--- src/banked_memory_mapper_macros.svh ---
// Assertion macros for the banked memory mapper.
// Depends on nothing; included by the top level only.
`ifndef BANKED_MEMORY_MAPPER_MACROS_SVH
`define BANKED_MEMORY_MAPPER_MACROS_SVH
`ifndef SYNTHESIS
`define BMM_ASSERT(label, clk, rst_n, prop) \
  label: assert property (@(posedge clk) disable iff (!rst_n) (prop)) else $error("bmm check");
`define BMM_ASSERT_NEXT(label, clk, rst_n, ante, cons) \
  label: assert property (@(posedge clk) disable iff (!rst_n) (ante) |=> (cons)) else $error("bmm seq");
`else
`define BMM_ASSERT(label, clk, rst_n, prop)
`define BMM_ASSERT_NEXT(label, clk, rst_n, ante, cons)
`endif
`endif

--- src/bmm_pkg.sv ---
// Shared constants and types of the banked memory mapper.
// Depends on nothing.
`timescale 1ns / 1ps
package bmm_pkg;
  localparam int RamBytes  = 8192;
  localparam int SramBytes = 32768;
  localparam int MaxBanks  = 256;

  localparam logic [1:0] SRC_CART = 2'd0;
  localparam logic [1:0] SRC_RAM  = 2'd1;
  localparam logic [1:0] SRC_SRAM = 2'd2;
  localparam logic [1:0] SRC_NONE = 2'd3;

  localparam logic [1:0] MAP_STD = 2'd0;
  localparam logic [1:0] MAP_CM  = 2'd1;
  localparam logic [1:0] MAP_KR  = 2'd2;

  localparam logic CFG_MAPPER = 1'b0;
  localparam logic CFG_BANKS  = 1'b1;

  // controller to datapath
  typedef struct packed {
    logic clr_step;   // write zero at clear address
    logic capture;    // latch transaction
    logic mod_step;   // advance bank remainder by one bit
    logic execute;    // perform access
    logic finish;     // emit result
  } ctl_t;

  // datapath to controller
  typedef struct packed {
    logic clr_last;
    logic mod_busy;
  } sts_t;
endpackage

--- src/bmm_ctrl.sv ---
// Controller FSM: clearing pass after reset, then capture, remainder steps,
// execute, finish. Depends on bmm_pkg.
`timescale 1ns / 1ps
module bmm_ctrl (
  input  logic          clk_i,
  input  logic          rst_ni,
  input  logic          start,
  output logic          busy,
  input  bmm_pkg::sts_t sts_i,
  output bmm_pkg::ctl_t ctl_o
);
  localparam logic [1:0] ST_CLEAR = 2'd0;
  localparam logic [1:0] ST_IDLE  = 2'd1;
  localparam logic [1:0] ST_EXEC  = 2'd2;
  localparam logic [1:0] ST_DONE  = 2'd3;

  logic [1:0] state_q, state_d;

  always_comb begin
    state_d = state_q;
    ctl_o   = '0;
    case (state_q)
      ST_CLEAR: begin
        ctl_o.clr_step = 1'b1;
        if (sts_i.clr_last) begin
          state_d = ST_IDLE;
        end
      end
      ST_IDLE: begin
        if (start) begin
          ctl_o.capture = 1'b1;
          state_d = ST_EXEC;
        end
      end
      ST_EXEC: begin
        if (sts_i.mod_busy) begin
          ctl_o.mod_step = 1'b1;
        end else begin
          ctl_o.execute = 1'b1;
          state_d = ST_DONE;
        end
      end
      ST_DONE: begin
        ctl_o.finish = 1'b1;
        state_d = ST_IDLE;
      end
      default: state_d = ST_IDLE;
    endcase
  end

  assign busy = (state_q != ST_IDLE);

  always_ff @(posedge clk_i or negedge rst_ni) begin
    if (!rst_ni) begin
      state_q <= ST_CLEAR;
    end else begin
      state_q <= state_d;
    end
  end
endmodule

--- config.mk ---
export PLATFORM = sky130hd
export DESIGN_NAME = bmm_ctrl
export DESIGN_NICKNAME = d
export VERILOG_FILES = /design/src/banked_memory_mapper_macros.svh /design/src/bmm_pkg.sv /design/src/bmm_ctrl.sv
export SDC_FILE = /design/constraint.sdc
export NUM_CORES = 1
export LEC_CHECK = 0
export BUFFER_PORTS_ARGS = -buffer_cell sky130_fd_sc_hd__buf_2
export CAP_MARGIN = 20
export CELL_PAD_IN_SITES_DETAIL_PLACEMENT = 2
export CELL_PAD_IN_SITES_GLOBAL_PLACEMENT = 2
export CORE_AREA = 3 3 40 42
export CTS_CLUSTER_DIAMETER = 120
export CTS_CLUSTER_SIZE = 16
export DETAILED_ROUTE_END_ITERATION = 16
export DIE_AREA = 0 0 43 45
export PLACE_DENSITY_LB_ADDON = 0.08
export SETUP_SLACK_MARGIN = 0.3
export SLEW_MARGIN = 15
export SYNTH_ARGS = -nofsm -noshare
export SYNTH_HDL_FRONTEND = slang
export SYNTH_SLANG_ARGS = --single-unit
--- constraint.sdc ---
create_clock -name clk_i -period 1.7 [get_ports clk_i]
set_input_delay 0.085 -clock clk_i [delete_from_list [all_inputs] [get_ports clk_i]]
set_output_delay 0.085 -clock clk_i [all_outputs]
set_load 0.005 [all_outputs]
### After elaboration in Yosys (flattened, before gate mapping)

Index checks and enable logic that the tools add are counted.
Widths: inputs -> output; s select.

| storage, ports and cells | value |
|---|---|
| bits in registers | 2 |
| output and inout port bits | 6 |
| word-level logic and storage cells | 21 |

| operators by class | value |
|---|---|
| equality and inequality tests | 7 |
| mux-type cells | 11 |
| reductions and logical operators | 2 |

Operators with widths:

| cell | number |
|---|---|
| $mux 2 | 4 |
| $pmux 2 s4 | 1 |
| $mux 1 | 6 |
| $ne 2x2->1 const B | 3 |
| $eq 2x2->1 const B | 2 |
| $reduce_and 3->1 | 1 |
| $eq 2x1->1 const B | 1 |
| $logic_not 2->1 | 1 |
| $ne 2x1->1 const B | 1 |

### Depth between registers and ports, before layout

Gate-level depths: netlist of run 1.

| logic depth | value |
|---|---|
| word-level depth | 3 |
| gate-level depth with buffers | 5 |

### Least setup slack after synthesis of run 1

OpenSTA, ideal clock, no wires.

| timing | value |
|---|---|
| path type | flip-flop to flip-flop |
| from | register state_q[0] |
| to | register state_q[1] |
| setup time | 0.125 ns |
| arrival | 1.229 ns |
| slack | 0.346 ns |
| stages on the path, launching flop included | 6 |
| path buffers | 0 |
| period minus slack after synthesis | 1.354 ns |
| cell sequence | dfrtp_1 > inv_1 > ha_1 > clkinv_2 > o221ai_4 > mux2_4 |

| between the ends | value |
|---|---|
| cells in the longest elaborated chain, start to end | 3 |
| elaborated cells between the ends (all ways) | 9 |
| those cells by class | eq/ne (6); mux (1); reduce/logical (2) |

Ends and longest elaborated chain:

| item | RTL line | RTL |
|---|---|---|
| start: declaration | bmm_ctrl.sv:17 | `logic [1:0] state_q, state_d;` |
| start signal: assignment | bmm_ctrl.sv:57 | `state_q <= state_d;` |
| $eq 2x2->1, or another cell as far along | bmm_ctrl.sv:22 | `case (state_q)` |
| $ne 2x2->1 (no source line) | -- |  |
| $reduce_and 3->1 (no source line) | -- |  |

Parallel ways exist; a longest one is shown, timed or not.
A chain may end at the register's enable or synchronous reset.

### Worst setup path in the final report of run 1

Same ends and word-level chain as after synthesis.

==> metrics, run 1 <==
fin cells 49; Yosys cell types 11; initial antenna violation count 0; H-tree depth 1; Synth Cell Area around 190 um^2; status completed; reg-to-reg critical path startpoint state_q[0]; CP arrival 1.45 ns; Root Driver clkbuf_4; Seq pwr share 0.171; GRT Overall Usage 0.0691; Clock Tree Buf Depth 2; Clock Skew 0.000817 ns; drt via density 3.53; Startpoint Class register; Die W between 40 and 50 um; Slew headroom 0.864; vias in the first global route 216; dpl hpwl 394 um; crit end category register; Overflow after GRT 0; Max Slew Vio Count 0; Num CTS Buffers 3; ANT nets after route 0; commonest non-fill, non-tap cells in the layout buf_2, inv_2, clkbuf_4, buf_4, ha_1; first-pass GRT wire length 903 um; Final Hold Fails 0; share of post-route cells with drive strength above 1 0.765; most common cell after layout, fill and taps aside buf_2; diode count 0; net switching power 0.215 mW; largest net degree at the start of global routing 4; Cell Pwr Density around 1800 mW/mm^2; cell leakage power 0.175 nW; number of placed cells counting well taps 42; setup TNS 0 ns; fin nets 45; total clock sinks 2; Reg2Reg Depth 5; Largest regs state_q (2); power consumption between 0.5 and 0.6 mW; clock power share 0.183; Synth Instances 17; CTS tree yes; final setup vio count 0; FMAX 744 MHz; clk slew on worst S/H paths ~0.030 ns; Synthesized Nets 26; hold slack final 0.178 ns; largest reg by FF count state_q; Seq/Total Area, Yosys 0.265; max-cap violation count 0; GP Congestion about 0.58; DR iter-0 viols 0; Final Cycle Share 0.790; Hold/Removal Path Class in -> async; internal power 0.369 mW; Synth-to-Final Area Change 74.2%; Die H 45 um; vias post-DR 173; synth warn 0; RSZ-0062 raised after global routing true; routed wire length 511 um; IO Pins 11; Core Rows 13; FF-to-FF End state_q[1]; Buffers on Ports 10; Avg WL per Cell 10.4 um; setup slack, reg-to-reg 0.36 ns; Worst Max-Slew Pin Slew between 0.2 and 0.25 ns; clk_lat worst skew ~0.22 ns; initial core utilization 0.147; critical path class reg -> reg; Final min period 1.34 ns; Net Sw Frac 0.368; Avg Cell Area, Syn 11.1 um^2; max reg flops 2; Comb pwr share 0.645; #FFs+latches synth 2; post-layout util 0.256; Die ar. 0.00194 mm^2; core area 0.00128 mm^2; crit-path max FO 3; VDD IR-drop max 0.434 mV; worst path required time approximately 1.8 ns; DRT Pass-1 Iters 1; Post-route DRC 0
per-layer routing:
| metal | global-route usage | vias up | routed length (um) |
|---|---|---|---|
| li1 | - | 87 | - |
| met1 | 0.0577 | 83 | 182 |
| met2 | 0.132 | 3 | 312 |
| met3 | 0.0120 | 0 | 15 |
| met4 | 0.0723 | 0 | 0 |
| met5 | 0 | - | 0 |
cells by family (layout without fill, tap and decap cells):
group | Yosys count | after routing | synth area share
adders and majority gates | 4 | 4 | 0.265
and+or+nand+nor | 3 | 3 | 0.0927
muxes | 2 | 2 | 0.132
DFF | 2 | 2 | 0.265
buffers and inverters | 5 | 22 | 0.106
AOI/OAI and AO/OA | 1 | 1 | 0.139
through the flow:
stage	instance area [um^2]	worst slack (ns)
2_1_floorplan	189	0.346
3_3_place_gp	258	0.257
3_5_place_dp	258	0.262
4_1_cts	329	0.315
5_1_grt	329	0.284
6_report	329	0.356
final cells by class:
class / count / area (um^2)
Fill cell: 143 / 956
Inverter: 5 / 20.0
Tap cell: 15 / 18.8
Timing Repair Buffer: 14 / 82.6
Multi-Input combinational cell: 10 / 134
Sequential cell: 2 / 51.3
Clock buffer: 3 / 22.5
how the worst max path moves through the flow:
stage | startpoint | endpoint | slack [ns]
after CTS | state_q[1] | state_q[1] | 0.32
after detailed placement | state_q[1] | state_q[1] | 0.26
after global routing | state_q[1] | state_q[1] | 0.28
after floorplan | state_q[0] | state_q[1] | 0.35
after global placement | state_q[1] | state_q[1] | 0.26
final | state_q[0] | state_q[1] | 0.36
worst max-delay path: stages, from the launching register on:
cell and delay (ns):
dfrtp_2 0.41, inv_2 0.08, ha_2 0.19, clkinv_2 0.06, o221ai_4 0.17, mux2_4 0.32
repair_timing:
item                                   in CTS  in global routing
hold buffers                                1                  0
setup endpoints to repair                   1                  1
pin swaps                                   0                  1
resized for setup                           6                  0
buffers inserted                            3                  0
endpoints found under the hold margin       2                  0
power groups by stage:
stage	logic, mW	registers [mW]	clock network [mW]
finish	0.377	0.100	0.107
global route	0.423	0.105	0.115
CTS	0.390	0.100	0.116
detailed placement	0.305	0.101	0
global placement	0.299	0.101	0
floorplan	0.212	0.0918	0
synth_stat cells:
library cell  n  area share
nand2_1       1       0.020
dfrtp_1       2        0.26
nor2b_1       1       0.033
ha_1          4        0.26
clkinv_2      1       0.026
o221ai_4      1        0.14
mux2i_1       1       0.053
inv_1         3       0.060
inv_2         1       0.020
mux2_4        1       0.079
and2_2        1       0.040
Power figures use the tool's default switching activity.
==> inputs of run 2 (changes only) <==
clock period = 1.2 ns   (was 1.7 ns; I/O delays follow)
==> run 2 against run 1 <==
Effect of this change: worst setup slack lost 0.51 ns; sequential power grew 42%; cell count increased by 14%; clock power increased by 45%; total power increased by 95%; count of clock-buffer cells in the layout unchanged; the run now ends with negative setup slack left; sequential share of layout area fell by 3.8 points; maximum frequency down 0.88%; largest power group unchanged; flip-flop and latch count did not move.
==> metrics, run 2 (same netlist as run 1, synthesis figures left out) <==
Worst Max-Slew Pin Slew 0.215 ns (was 0.203 ns); vias in the first global route 242 (was 216); Overflow after GRT 0 (unchanged); DRT Pass-1 Iters 1 (unchanged); failing checks negative setup slack; critical path's top delay family flip-flops (unchanged); most common cell after layout, fill and taps aside buf_2 (unchanged); core area 0.00128 mm^2 (unchanged); critical path class reg -> reg (unchanged); hold slack final 0.168 ns (was 0.178 ns); FMAX 738 MHz (was 744 MHz); DR iter-0 viols 0 (unchanged); max reg flops 2 (unchanged); GP Congestion 0.603 (was 0.582); routed wire length 612 um (was 511 um); Die H 45 um (unchanged); Setup WS post-layout -0.155 ns (was 0.356 ns); Num CTS Buffers 3 (unchanged); cell leakage power 0.218 nW (was 0.175 nW); commonest non-fill, non-tap cells in the layout buf_2, buf_4, buf_6, clkbuf_4 (was buf_2, inv_2, clkbuf_4, buf_4, ha_1); Critical Path, Cell by Cell inv_2, ha_4, inv_4, o221ai_4, mux2_4 (was inv_2, ha_2, clkinv_2, o221ai_4, mux2_4); first-pass GRT wire length 1030 um (was 903 um); Root Driver clkbuf_4 (unchanged); Die ar. 0.00194 mm^2 (unchanged); Cell Pwr Density 2690 mW/mm^2 (was 1780 mW/mm^2); Core Rows 13 (unchanged); final setup vio count 6 (was 0); Avg WL per Cell 10.9 um (was 10.4 um); fin nets 52 (was 45); Synth-to-Final Area Change 124% (was 74.2%); Largest regs state_q (2) (unchanged); Buffers on Ports 10 (unchanged); initial antenna violation count 0 (unchanged); max-cap violation count 0 (unchanged); CP Buf/Inv Count 2 (unchanged); CTS tree yes (unchanged); initial core utilization 0.147 (unchanged); GRT Overall Usage 0.0807 (was 0.0691); RSZ-0062 raised after global routing true (unchanged); total clock sinks 2 (unchanged); H-tree depth 1 (unchanged); drt via density 3.66 (was 3.53); Final Hold Fails 0 (unchanged); Final Cycle Share 1.13 (was 0.790); Clock Skew 0.00277 ns (was 0.000817 ns); VDD IR-drop max 0.642 mV (was 0.434 mV); clk slew on worst S/H paths 0.03 ns (about the same); ANT nets after route 0 (unchanged); slowest library cell on the worst path dfrtp_1 (was dfrtp_2); CP arrival 1.47 ns (was 1.45 ns); status complete, but fails checks (was completed); diode count 0 (unchanged); CP peak stage delay 0.40 ns (was 0.41 ns); clk_lat worst skew 0.23 ns (was 0.22 ns); largest net degree at the start of global routing 4 (unchanged); Final min period 1.36 ns (was 1.34 ns); share of post-route cells with drive strength above 1 0.829 (was 0.765); Clock Tree Buf Depth 2 (unchanged); Startpoint Class register (unchanged); crit-path max FO 3 (unchanged); Max Slew Vio Count 0 (unchanged); Hold/Removal Path Class in -> async (unchanged); vias post-DR 205 (was 173); number of fill cells in the layout 148 (was 143); dpl hpwl 400 um (was 394 um); crit end category register (unchanged); largest reg by FF count state_q (unchanged); Slew headroom 0.857 (was 0.864); post-layout util 0.329 (was 0.256); Die W 43 um (unchanged); worst path required time 1.31 ns (was 1.81 ns); IO Pins 11 (unchanged); Post-route DRC 0 (unchanged)
[run 2: stage by stage]
stage | TNS, ns | instance area [um^2] | total power, mW | instances | setup slack, ns
finish | -0.374 | 423 | 1.14 | 56 | -0.155
detailed placement | -0.364 | 270 | 0.609 | 43 | -0.201
global placement | -0.356 | 270 | 0.610 | 43 | -0.201
floorplan | -0.136 | 194 | 0.438 | 17 | -0.136
global route | -0.680 | 423 | 1.23 | 56 | -0.193
CTS | -0.382 | 383 | 1.01 | 53 | -0.122
[run 2: final timing paths]
kind / depth (start not counted) / start / slack, ns / to
max reg2reg: 5 / state_q[1] / -0.16 / state_q[1]
min reg2reg: 2 / state_q[1] / 0.68 / state_q[1]
min in group clk_i: 4 / sts_i[0] / 0.27 / state_q[1]
min: 2 / rst_ni / 0.17 / state_q[1]
max in group asynchronous: 2 / rst_ni / 0.93 / state_q[0]
max: 5 / state_q[1] / -0.16 / state_q[1]
[run 2: where the power goes]
group | total [mW] | internal, mW | switching (mW)
combinational | 0.841 | 0.532 | 0.309
clock | 0.155 | 0.111 | 0.0441
sequential | 0.142 | 0.105 | 0.0379
total | 1.14 | 0.748 | 0.391
[run 2: final cells by class]
cell class	count	area [um^2]	area share
Clock buffer	3	22.5	0.0533
Timing Repair Buffer	21	159	0.376
Sequential cell	2	50.0	0.118
Multi-Input combinational cell	10	150	0.355
Inverter	5	22.5	0.0533
Tap cell	15	18.8	0.0444
[run 2: routing by layer]
metal	GRT usage	part of all wire	vias to the layer above
li1	-	-	102
met1	0.0769	0.41	91
met2	0.123	0.47	8
met3	0.0239	0.038	4
met4	0.108	0.075	0
met5	0	0	-
[run 2: repair_timing]
| action | 4_1_cts | 5_1_grt |
|---|---|---|
| endpoints found under the hold margin | 2 | 0 |
| setup buffers | 6 | 3 |
| pin swaps | 3 | 0 |
| hold buffers | 1 | 0 |
| setup endpoints to repair | 8 | 8 |
| resized for setup | 7 | 5 |
| gates cloned | 0 | 0 |
==> inputs of run 3 (changes only) <==
clock period = 1.25 ns   (was 1.2 ns; I/O delays follow)
==> run 3 against run 2 <==
Effect of this change: critical path depth unchanged; non-clock buffer count increased by 1; highest routed layer is now met3; largest power group unchanged; via count rose by 0.98%; the flow still finishes with violations (negative setup slack); total power decreased by 0.14%.
==> metrics, run 3 (same netlist as run 1, synthesis figures left out) <==
DRT Pass-1 Iters 1 (unchanged); VDD IR-drop max 0.560 mV (was 0.642 mV); Startpoint Class register (unchanged); status complete, but fails checks (unchanged); Reg2Reg Depth 5 (unchanged); Overflow after GRT 0 (unchanged); slowest library cell on the worst path dfrtp_1 (unchanged); RSZ-0062 raised after global routing true (unchanged); Final Cycle Share 1.07 (was 1.13); Final min period 1.34 ns (was 1.36 ns); Worst Max-Slew Pin Slew 0.207 ns (was 0.215 ns); share of post-route cells with drive strength above 1 0.833 (was 0.829); fin cells 57 (was 56); vias post-DR 207 (was 205); Setup WS post-layout -0.0876 ns (was -0.155 ns); FMAX 748 MHz (was 738 MHz); FF-to-FF End state_q[1] (unchanged); M3 GR Usage 0.0359 (was 0.0239); Largest regs state_q (2) (unchanged); CP peak stage delay 0.40 ns (about the same); CP Buf/Inv Count 2 (unchanged); GP Congestion 0.603 (unchanged); routed wire length 676 um (was 612 um); met1 Usage GRT 0.0745 (was 0.0769); IO Pins 11 (unchanged); met2 usage 0.126 (was 0.123); initial antenna violation count 0 (unchanged); fin nets 53 (was 52); Core Rows 13 (unchanged); Critical Path, Cell by Cell buf_6, ha_4, inv_4, o221ai_4, mux2_4 (was inv_2, ha_4, inv_4, o221ai_4, mux2_4); DR iter-0 viols 0 (unchanged); crit-path max FO 3 (unchanged); largest reg by FF count state_q (unchanged); Root Driver clkbuf_4 (unchanged); dpl hpwl 400 um (unchanged); Num CTS Buffers 3 (unchanged); Synth-to-Final Area Change 131% (was 124%); Avg WL per Cell 11.9 um (was 10.9 um); commonest non-fill, non-tap cells in the layout buf_2, buf_4, buf_6, ha_4, clkbuf_4 (was buf_2, buf_4, buf_6, clkbuf_4); core area 0.00128 mm^2 (unchanged); cell leakage power 0.224 nW (was 0.218 nW); Die ar. 0.00194 mm^2 (unchanged); Die H 45 um (unchanged); Clock Tree Buf Depth 2 (unchanged); post-route cell area 437 um^2 (was 423 um^2); ANT nets after route 0 (unchanged); post-layout util 0.340 (was 0.329); diode count 0 (unchanged); Register Area 50.0 um^2 (unchanged); Die W 43 um (unchanged); crit end category register (unchanged); critical path's top delay family flip-flops (unchanged); vias in the first global route 241 (was 242); Max Slew Vio Count 0 (unchanged); power consumption 1.14 mW (about the same); GR peak layer met2 (unchanged); H-tree depth 1 (unchanged); max reg flops 2 (unchanged); initial core utilization 0.147 (unchanged); DP Area 270 um^2 (unchanged); drt via density 3.63 (was 3.66); Buffers on Ports 10 (unchanged); number of fill cells in the layout 144 (was 148); most common cell after layout, fill and taps aside buf_2 (unchanged); Clock Skew 0.00366 ns (was 0.00277 ns); setup slack, reg-to-reg -0.09 ns (was -0.16 ns); Slew headroom 0.862 (was 0.857); area occupied by multi-input gates 159 um^2 (was 150 um^2); clk slew on worst S/H paths 0.03 ns (about the same); CTS tree yes (unchanged); largest net degree at the start of global routing 4 (unchanged); max-cap violation count 0 (unchanged); worst path required time 1.36 ns (was 1.31 ns); hold slack final 0.181 ns (was 0.168 ns); total clock sinks 2 (unchanged); Cell Pwr Density 2600 mW/mm^2 (was 2690 mW/mm^2); reg-to-reg critical path startpoint state_q[0] (was state_q[1]); GRT Overall Usage 0.0782 (was 0.0807); critical path class reg -> reg (unchanged); failing checks negative setup slack (unchanged); final setup vio count 4 (was 6); Post-route DRC 0 (unchanged); first-pass GRT wire length 1030 um (unchanged); CP arrival 1.45 ns (was 1.47 ns); number of placed cells counting well taps 43 (unchanged); Hold/Removal Path Class in -> async (unchanged); clk_lat worst skew 0.23 ns (about the same); Final Hold Fails 0 (unchanged)
run 3: changes by cell type in the layout (fill, tap and decap cells not counted):
cell    delta
buf_2      +1
ha_4       +1
and2_4     -1
ha_2       -1
and2_2     +1
run 3: how the worst max path moves through the flow:
stage,from,to,slack [ns],depth (start not counted)
after floorplan,state_q[1],state_q[1],-0.09,5
after global placement,state_q[1],state_q[1],-0.15,5
after detailed placement,state_q[1],state_q[1],-0.15,5
after CTS,state_q[0],state_q[1],-0.07,5
after global routing,state_q[1],state_q[1],-0.14,5
final,state_q[0],state_q[1],-0.09,5
run 3: repair_timing:
action                                  4_1_cts  5_1_grt
hold buffers                                  1        0
hold endpoints to repair                      2        0
buffers inserted                              6        4
pin swaps                                     3        0
gates resized for setup                       6        6
endpoints found under the setup margin        8        8
run 3: where the power goes:
group | internal, mW | switching, mW | total (mW)
Combinational | 0.529 | 0.324 | 0.854
Clock | 0.106 | 0.0405 | 0.147
Sequential | 0.100 | 0.0362 | 0.137
Total | 0.736 | 0.401 | 1.14
run 3: layout make-up:
class,count,area share
clock buffer,3,0.0516
multi-input combinational,10,0.364
sequential,2,0.115
timing repair buffer,22,0.375
inverter,5,0.0516
tap,15,0.0430
run 3: per-stage QoR:
step | setup slack [ns] | setup TNS [ns]
global route | -0.140 | -0.537
CTS | -0.0716 | -0.120
finish | -0.0876 | -0.217
global placement | -0.151 | -0.256
detailed placement | -0.151 | -0.264
floorplan | -0.0862 | -0.0862
run 3: routing by layer:
| metal | wire length, um | share of wire | vias to the layer above |
|---|---|---|---|
| met1 | 267 | 0.39 | 96 |
| li1 | - | - | 103 |
| met5 | 0 | 0 | - |
| met4 | 0 | 0 | 0 |
| met3 | 38 | 0.056 | 0 |
| met2 | 370 | 0.55 | 8 |
